File: config.mk
export PLATFORM = sky130hd
export DESIGN_NAME = incubator_heater_controller_core
export DESIGN_NICKNAME = d
export VERILOG_FILES = /design/src/hdl/ihc_pkg.sv /design/src/hdl/incubator_heater_controller_core.sv /design/src/hdl/ihc_front.sv /design/src/hdl/ihc_queue.sv /design/src/hdl/ihc_back.sv
export SDC_FILE = /design/constraint.sdc
export NUM_CORES = 1
export LEC_CHECK = 0
export ABC_AREA = 1
export BUFFER_PORTS_ARGS = -buffer_cell sky130_fd_sc_hd__buf_2
export CORE_MARGIN = 2
export CORE_UTILIZATION = 57
export CTS_CLUSTER_SIZE = 24
export DETAILED_ROUTE_END_ITERATION = 8
export PLACE_DENSITY_LB_ADDON = 0.08
export SETUP_SLACK_MARGIN = 0.05
export SYNTH_ARGS = -nofsm -noshare
export SYNTH_HDL_FRONTEND = slang
export SYNTH_SLANG_ARGS = --single-unit
File: constraint.sdc
create_clock -name clk_i -period 9.9 [get_ports clk_i]
set_input_delay 1.485 -clock clk_i [delete_from_list [all_inputs] [get_ports clk_i]]
set_output_delay 1.485 -clock clk_i [all_outputs]
set_load 0.03 [all_outputs]
File: src/hdl/ihc_pkg.sv
`default_nettype none
package ihc_pkg;

  localparam int unsigned FrameLen   = 8;
  localparam int unsigned ReportLen  = 11;
  localparam int unsigned QueueDepth = 4;

  localparam int unsigned FrameIdxW  = $clog2(FrameLen);
  localparam int unsigned ReportIdxW = $clog2(ReportLen);
  localparam int unsigned QueuePtrW  = $clog2(QueueDepth);
  localparam int unsigned QueueCntW  = $clog2(QueueDepth + 1);

  // Input kinds carried on the slave tuser.
  typedef enum logic [1:0] {
    CMD_SENSOR = 2'd0,
    CMD_HOST   = 2'd1,
    CMD_TICK   = 2'd2,
    CMD_NONE   = 2'd3
  } cmd_e;

  typedef enum logic [1:0] {
    FSTAT_NONE   = 2'd0,
    FSTAT_ACCEPT = 2'd1,
    FSTAT_REJECT = 2'd2
  } fstat_e;

  // Configuration register indexes.
  localparam logic [1:0] CFG_MAX_TEMP = 2'd0;
  localparam logic [1:0] CFG_DEADBAND = 2'd1;
  localparam logic [1:0] CFG_TICK_LIM = 2'd2;

  localparam logic [15:0] MAX_TEMP_RST = 16'd43067;
  localparam logic [15:0] DEADBAND_RST = 16'd187;
  localparam logic [7:0]  TICK_LIM_RST = 8'd5;
  localparam logic [15:0] TEMP_RST     = 16'd54300;
  localparam logic [15:0] SETPOINT_RST = 16'd35576;

  localparam logic [7:0] CRC_POLY = 8'h31;
  localparam logic [7:0] CRC_INIT = 8'hFF;

  localparam logic [7:0] CH_S     = 8'h53;
  localparam logic [7:0] CH_E_LOW = 8'h65;
  localparam logic [7:0] CH_E     = 8'h45;
  localparam logic [7:0] CH_N_LOW = 8'h6E;
  localparam logic [7:0] CH_T     = 8'h54;
  localparam logic [7:0] CH_R     = 8'h52;
  localparam logic [7:0] CH_P     = 8'h50;
  localparam logic [7:0] CH_PLUS  = 8'h2B;
  localparam logic [7:0] CH_MINUS = 8'h2D;

  // Work handed from the front end to the output sequencer.
  typedef struct packed {
    logic        is_report;
    logic        heater;
    fstat_e      fstat;
    logic        reset_req;
    logic        ack;
    logic [15:0] temp_code;
    logic [7:0]  temp_check;
    logic [15:0] hum_code;
    logic [7:0]  hum_check;
  } job_t;

  function automatic logic [7:0] crc8_byte(input logic [7:0] crc, input logic [7:0] data);
    logic [7:0] c;
    c = crc ^ data;
    for (int b = 0; b < 8; b++) begin
      c = c[7] ? ((c << 1) ^ CRC_POLY) : (c << 1);
    end
    return c;
  endfunction

  function automatic logic [7:0] crc8_word(input logic [7:0] hi, input logic [7:0] lo);
    return crc8_byte(crc8_byte(CRC_INIT, hi), lo);
  endfunction

endpackage
`default_nettype wire

File: src/hdl/incubator_heater_controller_core.sv
// On/off heater controller with hysteresis for an incubator.
// Slave stream: tuser carries the item kind (sensor reading, host frame
// byte, timer tick); tdata carries the sensor words, their CRC bytes and
// the host byte. Each sensor, host or tick item updates the controller
// state in the cycle it is accepted; every item is queued as a job for the
// output sequencer. Master stream: one item per status result, eleven per
// sensor reading (the report frame, one byte per cycle while the receiver
// is ready); tlast marks the final item of each input. tuser is 1 for a
// status item, 0 for a report byte. The output sequencer emits one item per
// cycle while the receiver is ready. A four-deep job queue lets the input
// keep flowing while the receiver stalls; s_axis_tready drops only when
// that queue is full. A held output item stays on the master port until
// taken. Reset returns control state and configuration to their defaults;
// the host frame store, job queue storage and output data registers are
// not cleared, and the frame store is only read once fully written.
// Configuration (max temperature, deadband, tick limit) is written through
// cfg_we_i/cfg_idx_i/cfg_data_i; the user must write it only while the
// block is idle, which the block itself does not enforce.
`default_nettype none
module incubator_heater_controller_core
  import ihc_pkg::*;
(
  input  wire logic        clk_i,
  input  wire logic        rst_ni,
  input  wire logic        cfg_we_i,
  input  wire logic [1:0]  cfg_idx_i,
  input  wire logic [15:0] cfg_data_i,
  input  wire logic        s_axis_tvalid,
  output logic             s_axis_tready,
  // temp_code[15:0], temp_check[23:16], hum_code[39:24], hum_check[47:40],
  // host_byte[55:48]
  input  wire logic [55:0] s_axis_tdata,
  // cmd[1:0]
  input  wire logic [1:0]  s_axis_tuser,
  output logic             m_axis_tvalid,
  input  wire logic        m_axis_tready,
  // report_byte[7:0], heater_on[8], frame_status[10:9], reset_request[11],
  // zero[15:12]
  output logic [15:0]      m_axis_tdata,
  // kind[0]
  output logic             m_axis_tuser,
  output logic             m_axis_tlast
);

  logic accept;
  logic q_full, q_valid, q_pop;
  job_t new_job, head_job;

  logic       kind, last, heater_on, reset_request;
  logic [7:0] report_byte;
  logic [1:0] frame_status;

  // Accept whenever the job queue has room.
  assign s_axis_tready = !q_full;
  assign accept        = s_axis_tvalid && s_axis_tready;

  ihc_front u_front (
    .clk_i        (clk_i),
    .rst_ni       (rst_ni),
    .cfg_we_i     (cfg_we_i),
    .cfg_idx_i    (cfg_idx_i),
    .cfg_data_i   (cfg_data_i),
    .accept_i     (accept),
    .cmd_i        (s_axis_tuser),
    .temp_code_i  (s_axis_tdata[15:0]),
    .temp_check_i (s_axis_tdata[23:16]),
    .hum_code_i   (s_axis_tdata[39:24]),
    .hum_check_i  (s_axis_tdata[47:40]),
    .host_byte_i  (s_axis_tdata[55:48]),
    .job_o        (new_job)
  );

  // Hold jobs between classification and emission.
  ihc_queue u_queue (
    .clk_i      (clk_i),
    .rst_ni     (rst_ni),
    .push_i     (accept),
    .push_job_i (new_job),
    .full_o     (q_full),
    .pop_i      (q_pop),
    .valid_o    (q_valid),
    .head_o     (head_job)
  );

  // Emit one output item per cycle into the output register while the receiver is ready.
  ihc_back u_back (
    .clk_i           (clk_i),
    .rst_ni          (rst_ni),
    .job_valid_i     (q_valid),
    .job_i           (head_job),
    .pop_o           (q_pop),
    .out_valid_o     (m_axis_tvalid),
    .out_ready_i     (m_axis_tready),
    .kind_o          (kind),
    .report_byte_o   (report_byte),
    .last_o          (last),
    .heater_on_o     (heater_on),
    .frame_status_o  (frame_status),
    .reset_request_o (reset_request)
  );

  assign m_axis_tdata = {4'b0000, reset_request, frame_status, heater_on, report_byte};
  assign m_axis_tuser = kind;
  assign m_axis_tlast = last;

endmodule
`default_nettype wire

File: src/hdl/ihc_front.sv
`default_nettype none
module ihc_front
  import ihc_pkg::*;
(
  input  wire logic        clk_i,
  input  wire logic        rst_ni,
  input  wire logic        cfg_we_i,
  input  wire logic [1:0]  cfg_idx_i,
  input  wire logic [15:0] cfg_data_i,
  input  wire logic        accept_i,
  input  wire logic [1:0]  cmd_i,
  input  wire logic [15:0] temp_code_i,
  input  wire logic [7:0]  temp_check_i,
  input  wire logic [15:0] hum_code_i,
  input  wire logic [7:0]  hum_check_i,
  input  wire logic [7:0]  host_byte_i,
  output job_t             job_o
);

  logic [15:0] max_temp_q, deadband_q;
  logic [7:0]  tick_lim_q;
  logic [15:0] temp_q, temp_d;
  logic [15:0] setpoint_q, setpoint_d;
  logic        auto_q, auto_d;
  logic        run_q, run_d;
  logic        heater_q, heater_d;
  logic        ack_q, ack_d;
  logic [FrameIdxW-1:0] fcnt_q, fcnt_d;
  logic [7:0]  tick_q, tick_d;
  logic [7:0]  fstore_q [FrameLen];

  logic [15:0] temp_new;
  logic [16:0] low_bound;
  logic        heat_req;
  logic        heater_rule;
  fstat_e      fstat;
  logic        frame_done;
  logic        hdr_ok;
  logic        reset_req;

  always_ff @(posedge clk_i or negedge rst_ni) begin
    if (!rst_ni) begin
      max_temp_q <= MAX_TEMP_RST;
      deadband_q <= DEADBAND_RST;
      tick_lim_q <= TICK_LIM_RST;
    end else if (cfg_we_i) begin
      case (cfg_idx_i)
        CFG_MAX_TEMP: max_temp_q <= cfg_data_i;
        CFG_DEADBAND: deadband_q <= cfg_data_i;
        CFG_TICK_LIM: tick_lim_q <= cfg_data_i[7:0];
        default: ;
      endcase
    end
  end

  // Sensor path: keep the new word only if its CRC matches.
  assign temp_new  = (crc8_word(temp_code_i[15:8], temp_code_i[7:0]) == temp_check_i)
                     ? temp_code_i : temp_q;
  assign low_bound = {1'b0, setpoint_q} - {1'b0, deadband_q};
  assign heat_req  = !low_bound[16] && (low_bound[15:0] > temp_new);

  always_comb begin
    heater_rule = heater_q;
    if (temp_new >= max_temp_q) begin
      heater_rule = 1'b0;
    end else if (!auto_q && !run_q) begin
      heater_rule = 1'b0;
    end else begin
      if (heat_req) heater_rule = 1'b1;
      if (temp_new > setpoint_q) heater_rule = 1'b0;
    end
  end

  // Host path: the eighth byte arrives on the port, the rest sit in the store.
  assign frame_done = (fcnt_q == FrameIdxW'(FrameLen - 1));
  assign hdr_ok = (fstore_q[0] == CH_S) && (fstore_q[1] == CH_E_LOW) &&
                  (fstore_q[6] == CH_E) && (host_byte_i == CH_N_LOW);

  always_comb begin
    fstat = FSTAT_REJECT;
    if (hdr_ok) begin
      case (fstore_q[2])
        CH_T: begin
          if (crc8_word(fstore_q[3], fstore_q[4]) == fstore_q[5]) fstat = FSTAT_ACCEPT;
        end
        CH_R, CH_P: fstat = FSTAT_ACCEPT;
        default: fstat = FSTAT_REJECT;
      endcase
    end
  end

  assign reset_req = (tick_q > tick_lim_q);

  always_comb begin
    temp_d     = temp_q;
    setpoint_d = setpoint_q;
    auto_d     = auto_q;
    run_d      = run_q;
    heater_d   = heater_q;
    ack_d      = ack_q;
    fcnt_d     = fcnt_q;
    tick_d     = tick_q;
    job_o      = '0;
    job_o.heater = heater_q;
    job_o.fstat  = FSTAT_NONE;
    unique case (cmd_e'(cmd_i))
      CMD_SENSOR: begin
        temp_d   = temp_new;
        heater_d = heater_rule;
        ack_d    = 1'b0;
        tick_d   = '0;
        job_o.is_report  = 1'b1;
        job_o.heater     = heater_rule;
        job_o.ack        = ack_q;
        job_o.temp_code  = temp_code_i;
        job_o.temp_check = temp_check_i;
        job_o.hum_code   = hum_code_i;
        job_o.hum_check  = hum_check_i;
      end
      CMD_HOST: begin
        fcnt_d = fcnt_q + 1'b1;
        if (frame_done) begin
          auto_d = 1'b0;
          job_o.fstat = fstat;
          if (fstat == FSTAT_ACCEPT) begin
            ack_d = 1'b1;
            case (fstore_q[2])
              CH_T:    setpoint_d = {fstore_q[3], fstore_q[4]};
              CH_R:    run_d = 1'b1;
              default: run_d = 1'b0;
            endcase
          end
        end
      end
      CMD_TICK: begin
        if (reset_req) begin
          heater_d = 1'b0;
          job_o.heater    = 1'b0;
          job_o.reset_req = 1'b1;
        end
        if (tick_q != 8'hFF) tick_d = tick_q + 1'b1;
      end
      default: ;
    endcase
  end

  always_ff @(posedge clk_i or negedge rst_ni) begin
    if (!rst_ni) begin
      temp_q     <= TEMP_RST;
      setpoint_q <= SETPOINT_RST;
      auto_q     <= 1'b1;
      run_q      <= 1'b0;
      heater_q   <= 1'b0;
      ack_q      <= 1'b0;
      fcnt_q     <= '0;
      tick_q     <= '0;
    end else if (accept_i) begin
      temp_q     <= temp_d;
      setpoint_q <= setpoint_d;
      auto_q     <= auto_d;
      run_q      <= run_d;
      heater_q   <= heater_d;
      ack_q      <= ack_d;
      fcnt_q     <= fcnt_d;
      tick_q     <= tick_d;
    end
  end

  always_ff @(posedge clk_i) begin
    if (accept_i && (cmd_e'(cmd_i) == CMD_HOST)) begin
      fstore_q[fcnt_q] <= host_byte_i;
    end
  end

endmodule
`default_nettype wire

File: src/hdl/ihc_queue.sv
`default_nettype none
module ihc_queue
  import ihc_pkg::*;
(
  input  wire logic clk_i,
  input  wire logic rst_ni,
  input  wire logic push_i,
  input  wire job_t push_job_i,
  output logic      full_o,
  input  wire logic pop_i,
  output logic      valid_o,
  output job_t      head_o
);

  job_t                 mem_q [QueueDepth];
  logic [QueuePtrW-1:0] wr_q, rd_q;
  logic [QueueCntW-1:0] cnt_q;

  assign full_o  = (cnt_q == QueueCntW'(QueueDepth));
  assign valid_o = (cnt_q != '0);
  assign head_o  = mem_q[rd_q];

  always_ff @(posedge clk_i or negedge rst_ni) begin
    if (!rst_ni) begin
      wr_q  <= '0;
      rd_q  <= '0;
      cnt_q <= '0;
    end else begin
      if (push_i) wr_q <= wr_q + 1'b1;
      if (pop_i)  rd_q <= rd_q + 1'b1;
      if (push_i && !pop_i)      cnt_q <= cnt_q + 1'b1;
      else if (!push_i && pop_i) cnt_q <= cnt_q - 1'b1;
    end
  end

  always_ff @(posedge clk_i) begin
    if (push_i) mem_q[wr_q] <= push_job_i;
  end

endmodule
`default_nettype wire

File: src/hdl/ihc_back.sv
`default_nettype none
module ihc_back
  import ihc_pkg::*;
(
  input  wire logic  clk_i,
  input  wire logic  rst_ni,
  input  wire logic  job_valid_i,
  input  wire job_t  job_i,
  output logic       pop_o,
  output logic       out_valid_o,
  input  wire logic  out_ready_i,
  output logic       kind_o,
  output logic [7:0] report_byte_o,
  output logic       last_o,
  output logic       heater_on_o,
  output logic [1:0] frame_status_o,
  output logic       reset_request_o
);

  logic                  valid_q;
  logic [ReportIdxW-1:0] idx_q;
  logic                  load;
  logic                  last_d;
  logic [7:0]            byte_d;

  logic       kind_q, last_q, heater_q, rreq_q;
  logic [7:0] byte_q;
  logic [1:0] fstat_q;

  assign load   = job_valid_i && (!valid_q || out_ready_i);
  assign last_d = !job_i.is_report || (idx_q == ReportIdxW'(ReportLen - 1));
  assign pop_o  = load && last_d;

  always_comb begin
    unique case (idx_q)
      4'd0:    byte_d = CH_S;
      4'd1:    byte_d = CH_E_LOW;
      4'd2:    byte_d = job_i.temp_code[15:8];
      4'd3:    byte_d = job_i.temp_code[7:0];
      4'd4:    byte_d = job_i.temp_check;
      4'd5:    byte_d = job_i.hum_code[15:8];
      4'd6:    byte_d = job_i.hum_code[7:0];
      4'd7:    byte_d = job_i.hum_check;
      4'd8:    byte_d = job_i.ack ? CH_PLUS : CH_MINUS;
      4'd9:    byte_d = CH_E;
      4'd10:   byte_d = CH_N_LOW;
      default: byte_d = '0;
    endcase
  end

  always_ff @(posedge clk_i or negedge rst_ni) begin
    if (!rst_ni) begin
      valid_q <= 1'b0;
      idx_q   <= '0;
    end else begin
      if (load) begin
        valid_q <= 1'b1;
        idx_q   <= last_d ? '0 : idx_q + 1'b1;
      end else if (out_ready_i) begin
        valid_q <= 1'b0;
      end
    end
  end

  always_ff @(posedge clk_i) begin
    if (load) begin
      kind_q   <= !job_i.is_report;
      byte_q   <= job_i.is_report ? byte_d : 8'h00;
      last_q   <= last_d;
      heater_q <= job_i.heater;
      fstat_q  <= job_i.fstat;
      rreq_q   <= job_i.reset_req;
    end
  end

  assign out_valid_o     = valid_q;
  assign kind_o          = kind_q;
  assign report_byte_o   = byte_q;
  assign last_o          = last_q;
  assign heater_on_o     = heater_q;
  assign frame_status_o  = fstat_q;
  assign reset_request_o = rreq_q;

endmodule
`default_nettype wire
==> results.json <==
{
  "io_buffers": 96,
  "drv_cap": 0,
  "htreeDepth": 2,
  "worst-path-stages": 26,
  "final_core_util_pct": 64.7,
  "core_mm2": 0.0325,
  "cts_resized": 0,
  "reg2regPathDepth": 26,
  "numCtsBuffers": 41,
  "path_class": "in2reg",
  "path_max_fanout": 23,
  "p_leak_nw": 8.95,
  "cts_hold_buf": 0,
  "hold-worst-slack_ps": 479,
  "postSynthCellCount": 1900,
  "cts_tree": "done",
  "worst_slew_pin_slew_ps": 1120,
  "end_kind": "flop",
  "cts_setup_buffers": 0,
  "start_kind": "input port",
  "hold_viol": 0,
  "final_cells": 2465,
  "cts.path.max_buffers": 3,
  "fin_crit_ps": 5560,
  "layout_setup_ws_ps": 4340,
  "post-route-period-util_pct": 56.1,
  "grt_antenna_before_repair": 0,
  "die_x_um": 186,
  "hpwl_mm": 28.5,
  "layout-drive-gt1-share_pct": 11.1,
  "ioPinCount": 101,
  "synth_area_mm2": 0.0188,
  "fin_nets": 2155,
  "clock_sinks": 385,
  "yosysSeqAreaShare_pct": 59.1,
  "synth_edf_count": 286,
  "final_max_slew_viol_count": 0,
  "relSlewSlack_pct": 24.8,
  "wl_mm": 42.5,
  "fin_skew_ps": 12.3,
  "diodes": 0,
  "die_y_um": 186,
  "crit_buf_inv": 3,
  "peakVddDrop_uv": 176,
  "ys_async_sr_fraction_pct": 25.7,
  "root_buffer": "clkbuf_16",
  "rows": 66,
  "synth_cell_types": 45,
  "yosys_warnings": 0,
  "holdPathStages": 2,
  "initial_core_util_pct": 57.9,
  "pre_cts_slack_ps": 3810,
  "vias": 13256,
  "grt_pass1_vias": 12697,
  "slowest_delay_ps": 730,
  "grt_max_degree": 93,
  "crit_path_top_delay_cell": "o21ai_0",
  "post_drt_wl_per_cell_um": 17.2,
  "synth-main-ff-cell": "edfxtp_1",
  "avgSynthCellArea_um2": 9.88,
  "syn_to_final_growth_pct": 11.8,
  "drc": 0,
  "ant_nets": 0,
  "track_usage_pct": 25.2,
  "crit_family": "simple AND/OR/NAND/NOR gates",
  "die-area_mm2": 0.0344,
  "tns_ps": 0,
  "gp_congestion": 0.879,
  "status": "finished, final reports clean",
  "hp-class": "reg2reg",
  "fmax_ghz": 0.180,
  "dpl.cell_count": 2391,
  "via_per_inst": 5.38,
  "dr.pass1.iters": 6,
  "crit_top_cell": "nand2_1",
  "cellPowerDensity_mw_per_mm2": 249,
  "path_clk_slew_ps": 60,
  "rsz0062_at_grt": "no",
  "grt_pass1_wl_mm": 67.3,
  "crit_required_ps": 10170,
  "clk_latency_ps": 540,
  "overflow": 0,
  "finalSetupViolCount": 0,
  "ys_ff_latch": 385,
  "drt-initial-drc-count": 915,
  "arrival_ps": 5830
}
cell families after synthesis:
family,Yosys count,share of synthesized area [%]
adder cells (fa/ha/maj),82,5.54
AO/OA/AOI/OAI,340,10.3
flip-flops,385,59.1
other,1,0.0200
AND/OR/NAND/NOR,702,15.2
XOR/XNOR,62,3.09
buffers and inverters,328,6.72
worst reg2reg max path: stages, from the launching register on:
cell	delay (ps)
dfstp_2	520
inv_1	60
ha_1	270
nand3_1	60
and2_1	210
o221ai_1	260
a21oi_1	110
o21bai_1	210
a21oi_1	100
o21bai_1	210
a21oi_1	120
o21bai_1	230
a21o_1	160
a21oi_1	70
xnor2_1	120
ha_1	300
nand2_1	50
inv_1	90
nand3_1	100
nor3_1	250
nand3_1	100
a21oi_1	130
a31oi_1	100
nand2_1	90
nand2_1	50
nand2_1	70
nand2_1	110
cells in the final DEF (no fill, tap or decap), types with 10 or more instances in the layout:
cell type  instances
ha_1              80
nand2_1          349
dfrtp_1           66
edfxtp_1         286
nor2_1           208
buf_2             95
clkbuf_1          12
a21oi_1           63
nor3_1            17
buf_4             13
xor2_1            35
clkbuf_16         42
o22ai_1           41
dfstp_2           32
xnor2_1           22
inv_1            260
nand3_1           96
o21ai_2           10
clkinv_1          13
o21ai_0          169
cell type report:
type / count / area (um2)
clock buffer: 55 / 1110
clock inverter: 19 / 186
fill: 2673 / 11500
inverter: 266 / 998
multi-input combinational: 1190 / 6460
sequential: 385 / 11100
tap: 442 / 553
timing repair buffer: 108 / 573
path summary, 6_finish.rpt:
kind / startpoint / endpoint / slack (ps)
max: s_axis_tdata[13] / u_queue.mem_q[1][52]$_DFFE_PP_ / 4340
min in group asynchronous: rst_ni / u_front.temp_q[13]$_DFFE_PN0P_ / 900
max in group asynchronous: rst_ni / u_queue.rd_q[0]$_DFFE_PN0P_ / 7730
max reg2reg: u_front.deadband_q[1]$_DFFE_PN1P_ / u_queue.mem_q[1][52]$_DFFE_PP_ / 5490
min reg2reg: u_front.temp_q[9]$_DFFE_PN0P_ / u_front.temp_q[9]$_DFFE_PN0P_ / 480
min: u_front.temp_q[9]$_DFFE_PN0P_ / u_front.temp_q[9]$_DFFE_PN0P_ / 480
synthesized netlist by cell type (3+ instances only):
library cell	instances	area, um2
buf_2	3	15.0
o21ai_0	169	846
nand4_1	9	56.3
a21oi_1	63	315
a31oi_1	6	37.5
inv_1	260	976
o21ai_1	9	45.0
nand3_1	96	480
dfstp_2	32	841
xor2_1	35	307
a32o_1	4	40.0
nor3_1	17	85.1
xnor2_1	22	193
inv_2	4	15.0
a221oi_1	8	70.1
o21bai_1	7	52.6
o22ai_1	41	257
o21ai_2	10	87.6
a41oi_1	4	35.0
edfxtp_1	286	8590
nor4_1	8	50.1
xor2_2	4	65.1
nand2_1	349	1310
a211oi_1	6	45.0
o211ai_1	5	37.5
nor2_1	212	796
clkbuf_1	51	191
buf_4	7	52.6
or2_2	5	31.3
ha_1	80	1000
dfrtp_1	67	1680
through the flow:
step	instance area (um2)	power, mW
CTS	21000	5.26
finish	21000	5.22
global route	21000	5.53
floorplan	18800	3.29
global placement	19700	3.74
detailed placement	19700	3.77
per-layer routing:
layer  vias to the layer above  track usage, %  share of wire [%]
met5                         -               0                  0
met4                         0            7.05                2.7
met2                       303            43.9                 49
met1                      6314            33.6                 44
li1                       6572               -                  -
met3                        67            3.03                4.2
sequential cells by signal, summed over array words and instances, names as in the netlist, 3 cells and up:
signal                flops
u_queue.mem_q           216
u_back.idx_q              4
u_front.deadband_q       16
u_front.max_temp_q       16
u_front.tick_lim_q        8
u_front.fcnt_q            3
u_back.report_byte_o      8
u_front.fstore_q         56
u_front.setpoint_q       16
u_front.tick_q            8
u_queue.cnt_q             3
u_front.temp_q           16
power breakdown:
part,internal (mW),total [mW],switching (mW)
sequential,2.07,2.17,0.104
clock,0.868,1.48,0.612
combinational,0.473,1.56,1.09
total,3.41,5.22,1.80
No activity file was read; power rests on OpenSTA's default activity.
